### src/rtl/core/rcce_pkg.sv
// Shared types, command codes and frame layout functions for the radar
// control command encoder. No dependencies.
package rcce_pkg;

  // Command kinds carried on the input tuser
  localparam logic [3:0] MODE_POWER    = 4'd0;
  localparam logic [3:0] MODE_SCAN     = 4'd1;
  localparam logic [3:0] MODE_HEIGHT   = 4'd2;
  localparam logic [3:0] MODE_BEARING  = 4'd3;
  localparam logic [3:0] MODE_RANGE    = 4'd4;
  localparam logic [3:0] MODE_GAIN     = 4'd5;
  localparam logic [3:0] MODE_SEA      = 4'd6;
  localparam logic [3:0] MODE_RAIN     = 4'd7;
  localparam logic [3:0] MODE_NOISE    = 4'd8;
  localparam logic [3:0] MODE_SIDELOBE = 4'd9;
  localparam logic [3:0] MODE_INTERF   = 4'd10;
  localparam logic [3:0] MODE_LOCAL    = 4'd11;
  localparam logic [3:0] MODE_EXPAND   = 4'd12;
  localparam logic [3:0] MODE_BOOST    = 4'd13;
  localparam logic [3:0] MODE_SEPARATE = 4'd14;

  localparam logic [7:0] CMD_TAG = 8'hC1;

  // Opcodes (first byte of a frame)
  localparam logic [7:0] OP_POWER_PREP = 8'h00;
  localparam logic [7:0] OP_POWER_SET  = 8'h01;
  localparam logic [7:0] OP_SCAN       = 8'h0F;
  localparam logic [7:0] OP_HEIGHT     = 8'h30;
  localparam logic [7:0] OP_BEARING    = 8'h05;
  localparam logic [7:0] OP_RANGE      = 8'h03;
  localparam logic [7:0] OP_LEVEL      = 8'h06;
  localparam logic [7:0] OP_NOISE      = 8'h21;
  localparam logic [7:0] OP_INTERF     = 8'h08;
  localparam logic [7:0] OP_LOCAL      = 8'h0E;
  localparam logic [7:0] OP_EXPAND     = 8'h09;
  localparam logic [7:0] OP_BOOST      = 8'h0A;
  localparam logic [7:0] OP_SEPARATE   = 8'h22;

  // Level frame selectors and auto defaults
  localparam logic [7:0] SEL_GAIN     = 8'h00;
  localparam logic [7:0] SEL_SEA      = 8'h02;
  localparam logic [7:0] SEL_RAIN     = 8'h04;
  localparam logic [7:0] SEL_SIDELOBE = 8'h05;
  localparam logic [7:0] AUTO_GAIN     = 8'hAD;
  localparam logic [7:0] AUTO_CLUTTER  = 8'hD3;
  localparam logic [7:0] AUTO_SIDELOBE = 8'hC0;

  localparam logic [7:0] LEVEL_MAX   = 8'd255;
  localparam logic [30:0] LEVEL_SAT  = 31'd99;   // (99+1)*255/100 already hits 255

  // Arithmetic constants for the bearing and level paths
  localparam logic [32:0] WRAP_ADJ   = 33'd104;  // (-2^32) mod 360
  localparam logic [13:0] RECIP_360  = 14'd11650; // floor(2^22 / 360)
  localparam logic [12:0] RECIP_100  = 13'd5243;  // ceil(2^19 / 100)
  localparam logic [9:0]  DEG_FULL   = 10'd360;
  localparam logic [15:0] MM_PER_M   = 16'd1000;
  localparam logic [23:0] DM_PER_M   = 24'd10;

  localparam int QUEUE_DEPTH = 4;
  localparam int QPTR_W      = $clog2(QUEUE_DEPTH);
  localparam int QCNT_W      = $clog2(QUEUE_DEPTH + 1);

  // One classified request: kind plus up to three argument bytes
  typedef struct packed {
    logic [3:0]  mode;
    logic [23:0] arg;
  } cmd_t;

  function automatic logic [3:0] frame_len(input logic [3:0] mode);
    logic [3:0] len;
    case (mode)
      MODE_POWER:    len = 4'd6;
      MODE_HEIGHT:   len = 4'd10;
      MODE_BEARING:  len = 4'd4;
      MODE_RANGE:    len = 4'd5;
      MODE_GAIN,
      MODE_SEA,
      MODE_RAIN,
      MODE_SIDELOBE: len = 4'd11;
      default:       len = 4'd3;
    endcase
    return len;
  endfunction

  function automatic logic frame_end(input logic [3:0] mode, input logic [3:0] idx);
    logic e;
    if (mode == MODE_POWER) e = (idx == 4'd2) || (idx == 4'd5);
    else                    e = (idx == frame_len(mode) - 4'd1);
    return e;
  endfunction

  function automatic logic [7:0] short_op(input logic [3:0] mode);
    logic [7:0] op;
    case (mode)
      MODE_SCAN:   op = OP_SCAN;
      MODE_NOISE:  op = OP_NOISE;
      MODE_INTERF: op = OP_INTERF;
      MODE_LOCAL:  op = OP_LOCAL;
      MODE_EXPAND: op = OP_EXPAND;
      MODE_BOOST:  op = OP_BOOST;
      default:     op = OP_SEPARATE;
    endcase
    return op;
  endfunction

  function automatic logic [7:0] level_sel(input logic [3:0] mode);
    logic [7:0] s;
    case (mode)
      MODE_GAIN: s = SEL_GAIN;
      MODE_SEA:  s = SEL_SEA;
      MODE_RAIN: s = SEL_RAIN;
      default:   s = SEL_SIDELOBE;
    endcase
    return s;
  endfunction

  function automatic logic [7:0] auto_level(input logic [3:0] mode);
    logic [7:0] d;
    case (mode)
      MODE_GAIN:     d = AUTO_GAIN;
      MODE_SIDELOBE: d = AUTO_SIDELOBE;
      default:       d = AUTO_CLUTTER;
    endcase
    return d;
  endfunction

  // Byte idx of the frame(s) for one classified request
  function automatic logic [7:0] frame_byte(input cmd_t cmd, input logic [3:0] idx);
    logic [7:0] b;
    b = 8'h00;
    case (cmd.mode)
      MODE_POWER: begin
        case (idx)
          4'd0:    b = OP_POWER_PREP;
          4'd1:    b = CMD_TAG;
          4'd2:    b = 8'h01;
          4'd3:    b = OP_POWER_SET;
          4'd4:    b = CMD_TAG;
          default: b = cmd.arg[7:0];
        endcase
      end
      MODE_HEIGHT: begin
        case (idx)
          4'd0:    b = OP_HEIGHT;
          4'd1:    b = CMD_TAG;
          4'd2:    b = 8'h01;
          4'd6:    b = cmd.arg[7:0];
          4'd7:    b = cmd.arg[15:8];
          default: b = 8'h00;
        endcase
      end
      MODE_BEARING: begin
        case (idx)
          4'd0:    b = OP_BEARING;
          4'd1:    b = CMD_TAG;
          4'd2:    b = cmd.arg[7:0];
          default: b = cmd.arg[15:8];
        endcase
      end
      MODE_RANGE: begin
        case (idx)
          4'd0:    b = OP_RANGE;
          4'd1:    b = CMD_TAG;
          4'd2:    b = cmd.arg[7:0];
          4'd3:    b = cmd.arg[15:8];
          default: b = cmd.arg[23:16];
        endcase
      end
      MODE_GAIN, MODE_SEA, MODE_RAIN, MODE_SIDELOBE: begin
        case (idx)
          4'd0:    b = OP_LEVEL;
          4'd1:    b = CMD_TAG;
          4'd2:    b = level_sel(cmd.mode);
          4'd6:    b = {7'd0, cmd.arg[8]};
          4'd10:   b = cmd.arg[7:0];
          default: b = 8'h00;
        endcase
      end
      default: begin
        case (idx)
          4'd0:    b = short_op(cmd.mode);
          4'd1:    b = CMD_TAG;
          default: b = cmd.arg[7:0];
        endcase
      end
    endcase
    return b;
  endfunction

endpackage

### src/rtl/core/rcce_front.sv
// Front end: accepts requests, drops unknown kinds and works out the
// argument bytes in a three-stage pipeline. Depends on rcce_pkg.
module rcce_front (
  input  logic                clk,
  input  logic                rst,
  input  logic                in_valid,
  output logic                in_ready,
  input  logic [3:0]          mode,
  input  logic [31:0]         value,
  output logic                push,
  output rcce_pkg::cmd_t      cmd,
  input  logic                full
);
  import rcce_pkg::*;

  logic adv;

  // stage 1: wrap offset, 2^16 fold, level product
  logic        s1_valid;
  logic [3:0]  s1_mode;
  logic [31:0] s1_raw;
  logic [21:0] s1_y;
  logic [14:0] s1_p;
  logic        s1_sat;

  // stage 2: reciprocal multiplies and unit products
  logic        s2_valid;
  logic [3:0]  s2_mode;
  logic [31:0] s2_raw;
  logic [21:0] s2_y;
  logic [13:0] s2_q;
  logic [7:0]  s2_lvl;
  logic        s2_sat;
  logic [15:0] s2_mm;
  logic [23:0] s2_dm;

  // stage 3: finished entry
  logic        s3_valid;
  cmd_t        s3_cmd;

  logic [32:0] x;
  logic [21:0] y;
  logic [6:0]  n1;
  logic [35:0] q_prod;
  logic [27:0] l_prod;
  logic [25:0] mm_prod;
  logic [27:0] dm_prod;
  logic [22:0] q360;
  logic [21:0] r_full;
  logic [9:0]  r;
  logic [8:0]  deg;
  logic [11:0] tenth;
  logic        s2_neg;
  logic [23:0] arg_next;

  assign adv      = !(s3_valid && full);
  assign in_ready = adv;
  assign push     = s3_valid && !full;
  assign cmd      = s3_cmd;

  // Negative values: add (-2^32 mod 360), then fold the high half (2^16 = 16 mod 360)
  assign x  = {1'b0, value} + (value[31] ? WRAP_ADJ : 33'd0);
  assign y  = {1'b0, x[32:16], 4'd0} + {6'd0, x[15:0]};
  assign n1 = value[6:0] + 7'd1;

  assign q_prod  = s1_y * RECIP_360;
  assign l_prod  = s1_p * RECIP_100;
  assign mm_prod = s1_raw[15:0] * MM_PER_M[9:0];
  assign dm_prod = s1_raw[23:0] * DM_PER_M[3:0];

  // q * 360 = q * (256 + 64 + 32 + 8)
  assign s2_neg = s2_raw[31];
  assign q360   = {1'b0, s2_q, 8'd0} + {3'd0, s2_q, 6'd0} + {4'd0, s2_q, 5'd0}
                + {6'd0, s2_q, 3'd0};
  assign r_full = s2_y - q360[21:0];
  assign r      = r_full[9:0];
  assign deg    = (r >= DEG_FULL) ? 9'(r - DEG_FULL) : r[8:0];
  assign tenth  = {deg, 3'd0} + {2'd0, deg, 1'b0};

  always_comb begin
    arg_next = {16'd0, s2_raw[7:0]};
    case (s2_mode)
      MODE_POWER:   arg_next = {23'd0, (s2_raw != 32'd0)};
      MODE_HEIGHT:  arg_next = {8'd0, s2_mm};
      MODE_BEARING: arg_next = {12'd0, tenth};
      MODE_RANGE:   arg_next = s2_dm;
      MODE_GAIN, MODE_SEA, MODE_RAIN, MODE_SIDELOBE: begin
        if (s2_neg)      arg_next = {15'd0, 1'b1, auto_level(s2_mode)};
        else if (s2_sat) arg_next = {15'd0, 1'b0, LEVEL_MAX};
        else             arg_next = {15'd0, 1'b0, s2_lvl};
      end
      MODE_LOCAL: begin
        if (s2_neg)                     arg_next = 24'd0;
        else if (s2_raw[30:2] != 29'd0) arg_next = 24'd3;
        else                            arg_next = {22'd0, s2_raw[1:0]};
      end
      default: arg_next = {16'd0, s2_raw[7:0]};
    endcase
  end

  always_ff @(posedge clk) begin
    if (rst) begin
      s1_valid <= 1'b0;
      s2_valid <= 1'b0;
      s3_valid <= 1'b0;
    end else if (adv) begin
      s1_valid <= in_valid && (mode <= MODE_SEPARATE);
      s2_valid <= s1_valid;
      s3_valid <= s2_valid;
    end
  end

  always_ff @(posedge clk) begin
    if (adv) begin
      s1_mode <= mode;
      s1_raw  <= value;
      s1_y    <= y;
      s1_p    <= {n1, 8'd0} - {8'd0, n1};
      s1_sat  <= !value[31] && (value[30:0] >= LEVEL_SAT);

      s2_mode <= s1_mode;
      s2_raw  <= s1_raw;
      s2_y    <= s1_y;
      s2_q    <= q_prod[35:22];
      s2_lvl  <= l_prod[26:19];
      s2_sat  <= s1_sat;
      s2_mm   <= mm_prod[15:0];
      s2_dm   <= dm_prod[23:0];

      s3_cmd.mode <= s2_mode;
      s3_cmd.arg  <= arg_next;
    end
  end

endmodule

### src/rtl/core/rcce_queue.sv
// Short command queue between the front and back ends.
// Depends on rcce_pkg for the entry type and depth.
module rcce_queue (
  input  logic           clk,
  input  logic           rst,
  input  logic           push,
  input  rcce_pkg::cmd_t din,
  output logic           full,
  input  logic           pop,
  output logic           nonempty,
  output rcce_pkg::cmd_t head
);
  import rcce_pkg::*;

  cmd_t              entries [QUEUE_DEPTH];
  logic [QPTR_W-1:0] wr_ptr;
  logic [QPTR_W-1:0] rd_ptr;
  logic [QCNT_W-1:0] count;

  assign full     = (count == QCNT_W'(QUEUE_DEPTH));
  assign nonempty = (count != '0);
  assign head     = entries[rd_ptr];

  always_ff @(posedge clk) begin
    if (rst) begin
      wr_ptr <= '0;
      rd_ptr <= '0;
      count  <= '0;
    end else begin
      if (push) wr_ptr <= wr_ptr + 1'b1;
      if (pop)  rd_ptr <= rd_ptr + 1'b1;
      case ({push, pop})
        2'b10:   count <= count + 1'b1;
        2'b01:   count <= count - 1'b1;
        default: count <= count;
      endcase
    end
  end

  always_ff @(posedge clk) begin
    if (push) entries[wr_ptr] <= din;
  end

endmodule

### src/rtl/core/rcce_back.sv
// Back end: walks the head command byte by byte into a registered
// output stage. Depends on rcce_pkg for the frame layout functions.
module rcce_back (
  input  logic           clk,
  input  logic           rst,
  input  logic           nonempty,
  input  rcce_pkg::cmd_t head,
  output logic           pop,
  output logic           out_valid,
  input  logic           out_ready,
  output logic [7:0]     out_byte,
  output logic           out_end,
  output logic           out_last
);
  import rcce_pkg::*;

  logic [3:0] idx;
  logic       load;
  logic       take;
  logic       at_last;

  assign load    = !out_valid || out_ready;
  assign take    = load && nonempty;
  assign at_last = (idx == frame_len(head.mode) - 4'd1);
  assign pop     = take && at_last;

  always_ff @(posedge clk) begin
    if (rst) begin
      out_valid <= 1'b0;
      idx       <= '0;
    end else if (load) begin
      out_valid <= nonempty;
      if (take) idx <= at_last ? 4'd0 : idx + 4'd1;
    end
  end

  always_ff @(posedge clk) begin
    if (take) begin
      out_byte <= frame_byte(head, idx);
      out_end  <= frame_end(head.mode, idx);
      out_last <= at_last;
    end
  end

  // last byte of a request always closes a frame
  a_last_ends_frame: assert property (@(posedge clk) disable iff (rst)
    out_valid && out_last |-> out_end)
    else $error("request end without frame end");

  // byte counter stays inside the head command's frame
  a_idx_in_frame: assert property (@(posedge clk) disable iff (rst)
    nonempty |-> idx < frame_len(head.mode))
    else $error("byte index past frame length");

  // counter is back at zero after a command is retired
  a_idx_wraps: assert property (@(posedge clk) disable iff (rst)
    pop |=> idx == 4'd0)
    else $error("byte index not cleared after pop");

  // output stage is empty right after reset
  a_reset_empty: assert property (@(posedge clk)
    rst |=> !out_valid)
    else $error("output valid after reset");

endmodule

### src/rtl/core/radar_control_command_encoder.sv
// Top level of the radar control command encoder: front end, command
// queue and byte serializer. Depends on rcce_pkg, rcce_front, rcce_queue, rcce_back.
//
// Usage:
//   Input channel (s_axis_*): one item is a control request, a command kind
//   on tuser and a signed 32-bit setting on tdata. Output channel (m_axis_*):
//   one item per frame byte; tuser[0] marks the last byte of a frame, tlast
//   the last byte caused by the request. Kind 15 produces no bytes.
//   Path: the first byte of a request, once accepted, is registered in front
//   stages 2 and 3, the queue and the output register before it is valid on m_axis.
//   Throughput: the output runs one byte per cycle while m_axis_tready is high;
//   a request is 3 to 11 bytes long (power 6, height 10, bearing 4, range 5,
//   gain/sea/rain/side-lobe 11, others 3). The serializer is what sets it.
//   Input takes one item per cycle until the last front stage holds an entry
//   and the four-entry queue is full; s_axis_tready then drops until the back
//   end retires a command.
//   Reset (rst, synchronous) empties the pipeline, queue and output register.
//   When m_axis_tready is low the current byte holds and the back end waits;
//   the front keeps filling the queue meanwhile.
module radar_control_command_encoder (
  input  logic        clk,
  input  logic        rst,
  input  logic        s_axis_tvalid,
  output logic        s_axis_tready,
  input  logic [31:0] s_axis_tdata,   // [31:0] value
  input  logic [3:0]  s_axis_tuser,   // [3:0] mode
  output logic        m_axis_tvalid,
  input  logic        m_axis_tready,
  output logic [7:0]  m_axis_tdata,   // [7:0] data_byte
  output logic [0:0]  m_axis_tuser,   // [0] frame_end
  output logic        m_axis_tlast    // last byte of the request
);
  import rcce_pkg::*;

  logic push;
  logic full;
  logic pop;
  logic nonempty;
  cmd_t front_cmd;
  cmd_t head;
  logic out_end;

  // classify and precompute argument bytes
  rcce_front u_front (
    .clk      (clk),
    .rst      (rst),
    .in_valid (s_axis_tvalid),
    .in_ready (s_axis_tready),
    .mode     (s_axis_tuser),
    .value    (s_axis_tdata),
    .push     (push),
    .cmd      (front_cmd),
    .full     (full)
  );

  // decouples request intake from byte output
  rcce_queue u_queue (
    .clk      (clk),
    .rst      (rst),
    .push     (push),
    .din      (front_cmd),
    .full     (full),
    .pop      (pop),
    .nonempty (nonempty),
    .head     (head)
  );

  // one byte per cycle into the output register while m_axis_tready allows
  rcce_back u_back (
    .clk       (clk),
    .rst       (rst),
    .nonempty  (nonempty),
    .head      (head),
    .pop       (pop),
    .out_valid (m_axis_tvalid),
    .out_ready (m_axis_tready),
    .out_byte  (m_axis_tdata),
    .out_end   (out_end),
    .out_last  (m_axis_tlast)
  );

  assign m_axis_tuser = out_end;

endmodule

### config.mk
export PLATFORM = sky130hd
export DESIGN_NAME = radar_control_command_encoder
export DESIGN_NICKNAME = d
export VERILOG_FILES = /design/src/rtl/core/rcce_pkg.sv /design/src/rtl/core/rcce_front.sv /design/src/rtl/core/rcce_queue.sv /design/src/rtl/core/rcce_back.sv /design/src/rtl/core/radar_control_command_encoder.sv
export SDC_FILE = /design/constraint.sdc
export NUM_CORES = 1
export LEC_CHECK = 0
export ABC_AREA = 1
export BUFFER_PORTS_ARGS = -buffer_cell sky130_fd_sc_hd__buf_4
export CORE_ASPECT_RATIO = 2
export CORE_UTILIZATION = 53
export DETAILED_ROUTE_END_ITERATION = 10
export GPL_ROUTABILITY_DRIVEN = 0
export MAX_ROUTING_LAYER = met4
export PLACE_DENSITY = 0.69
export SETUP_SLACK_MARGIN = 0.2
export SYNTH_ARGS = -nofsm -noshare
export SYNTH_HDL_FRONTEND = slang
export SYNTH_SLANG_ARGS = --single-unit
### constraint.sdc
create_clock -name clk -period 9 [get_ports clk]
set_input_delay 2.25 -clock clk [delete_from_list [all_inputs] [get_ports clk]]
set_output_delay 2.25 -clock clk [all_outputs]
set_load 0.02 [all_outputs]
==> impl_metrics.tcl <==
set metrics [dict create \
    mostFrequentLayoutCells "inv_1, nand2_1, edfxtp_1" \
    drc_errors 0 \
    critical_path_class "flip-flop to flip-flop" \
    first_pass_iters 5 \
    place_area_sq_um 26100 \
    cp_data_arrival_time_ns 5.88 \
    fin_tns_setup_ns 0 \
    ios 52 \
    clk_latency_ns 0.59 \
    layout_commonest_cell "inv_1" \
    ys.flop_type "edfxtp_1" \
    outcome "finished clean" \
    cts_setup_buffers 0 \
    cp.required_ns 9.34 \
    fin_crit_ns 5.54 \
    clk_path_buf_depth 3 \
    synthesis.nets 3005 \
    synth-compound-area-share 0.0741 \
    die_area_sq_um 47900 \
    port_buffers 51 \
    fin_crit_sh 0.615 \
    postCtsResizedCells 0 \
    hold_buffers 0 \
    setup_viol 0 \
    fin_skew_ns 0.0182 \
    utilization 0.580 \
    path_max_fanout 7 \
    avgSynthCellArea_sq_um 9.92 \
    max_cap_violations 0 \
    seq_area_frac_synth 0.389 \
    grt_overflow 0 \
    nNetsFinal 3074 \
    hold_class "flip-flop to flip-flop" \
    worstSetupStartpointType "flip-flop" \
    post_synth_fa_ha_maj_area_fraction 0.280 \
    place_hpwl_um 46200 \
    hold_viol 0 \
    grt_pass1_wl_um 92300 \
    die_w_um 155 \
    synthCells 2508 \
    cts_made_buffers 29 \
    slew_headroom 0.257 \
    yosys-mux-area-fraction 0 \
    groute.usage.overall 0.257 \
    slew_viol_final 0 \
    syn_area_sq_um 24900 \
    yosysWarnings 0 \
    slowest_stage "fa_1" \
    vias_per_cell 5.54 \
    synth_edf_count 311 \
    cts.sink_count 328 \
    cts_tree "yes" \
    detail_route.wirelength_um 57400 \
    synth-simple-area-share 0.145 \
    num_rows 112 \
    fp.dieH_um 308 \
    path_common_cell "nand2_1" \
    antenna_found_initial 0 \
    root_buffer "clkbuf_16" \
    whs_ns 0.424 \
    drt-initial-drc-count 854 \
    start_util 0.535 \
    synth.distinct_cells 61 \
    ys_async_sr_fraction 0 \
    cts_htree_levels 1 \
    clk_pin_slew_worst_paths_ns 0.07 \
    max_freq_mhz 181 \
    core_sq_um 46500 \
    drtAntennaViolNets 0 \
    grt_max_degree 73 \
    design_area_sq_um 27000 \
    area_delta_synth_final_pct 8.48 \
    vias 17900 \
    drive_gt1_frac 0.0612 \
    tightest_slew_ns 1.12 \
    antenna_cells 0 \
    rsz0062_at_grt "no" \
    synth_top_family_by_area "adder cells" \
    wl_per_cell_um 17.8 \
    synth_xor_xnor_area_share 0.0391 \
    synth_seq_cells 328 \
    end_kind "flip-flop" \
    grt_pass1_vias 18900 \
    worst_path_largest_cell_delay_ns 0.52 \
]
## logic make-up (layout without fill, tap and decap cells)
kind of cell    Yosys count  in the layout
simple gates            817            817
compound gates          318            318
buf+inv                 476            568
fa+ha+maj               457            457
other cells               1              1
xor+xnor                111            111
flops                   328            328
## sequential cells by signal, summed over array words and instances, names as in the netlist, 11 cells and up, named ones only
signal           flops
u_front.s2_raw      29
u_front.cmd         28
u_front.s1_raw      29
u_front.s1_y        22
u_front.s2_dm       20
u_front.s2_mm       11
u_front.s1_p        15
u_queue.entries    112
## cells in the mapped netlist, types with 3 or more instances
cell | count | share of area
buf_2 | 9 | 0.0018
xnor2_1 | 41 | 0.014
fa_1 | 166 | 0.13
nand3_2 | 5 | 0.0020
nor2_2 | 7 | 0.0018
nand4_1 | 38 | 0.0096
nand3b_1 | 3 | 0.00090
o21ai_0 | 96 | 0.019
a21o_1 | 6 | 0.0018
ha_1 | 291 | 0.15
clkbuf_1 | 15 | 0.0023
o31ai_1 | 5 | 0.0015
o211ai_1 | 11 | 0.0033
inv_1 | 442 | 0.067
nand2_1 | 427 | 0.064
dfxtp_1 | 17 | 0.014
edfxtp_1 | 311 | 0.38
a221o_1 | 3 | 0.0012
o221ai_1 | 5 | 0.0018
o21a_1 | 3 | 0.00090
o21bai_1 | 8 | 0.0024
o2111ai_1 | 5 | 0.0018
nor2_1 | 117 | 0.018
o21ai_1 | 6 | 0.0012
nand2_2 | 9 | 0.0023
a211oi_1 | 4 | 0.0012
nor2_4 | 5 | 0.0023
a21oi_1 | 131 | 0.026
inv_2 | 4 | 0.00060
a31oi_1 | 7 | 0.0018
nand3_1 | 143 | 0.029
o22ai_1 | 5 | 0.0013
or2_2 | 5 | 0.0013
xor2_1 | 70 | 0.025
a22o_1 | 6 | 0.0021
nor4_1 | 14 | 0.0035
nor3_1 | 34 | 0.0068
## routing by layer
metal / share of wire / track usage
met3: 0.031 / 0.0232
met1: 0.33 / 0.235
met4: 0.077 / 0.175
met5: 0 / -
met2: 0.56 / 0.493
## final timing paths
path / from / endpoint / slack [ns] / depth (start not counted)
worst min-delay path: u_front.s1_raw[25] / u_front.s2_raw[25] / 0.42 / 0
worst max-delay path: u_front.s2_q[3] / u_front.cmd[11] / 3.46 / 31
worst max register to register: u_front.s2_q[3] / u_front.cmd[11] / 3.46 / 31
worst min register to register: u_front.s1_raw[25] / u_front.s2_raw[25] / 0.42 / 0
## stage by stage
step / setup slack [ns] / cells
floorplan: 1.69 / 2508
global placement: 3.33 / 3173
detailed placement: 3.26 / 3173
CTS: 3.46 / 3227
global route: 3.03 / 3227
finish: 3.46 / 3227
## worst max-delay path, delay by kind of cell, from the launching register on
family	cells	cell delay, ns
fa+ha+maj	5	2.22
simple gates	15	1.29
buf+inv	7	0.54
compound gates	3	0.44
flops	1	0.42
xor+xnor	1	0.41
## area by class of cell
class | count | area (sq um)
Fill cell | 3996 | 19500
Multi-Input combinational cell | 1704 | 13400
Sequential cell | 328 | 9680
Inverter | 448 | 1680
Tap cell | 627 | 785
Clock buffer | 38 | 779
Timing Repair Buffer | 66 | 495
Clock inverter | 16 | 166
Power is not shown: default switching activity piles up to over one toggle a cycle in this logic, so the estimate is an artifact.
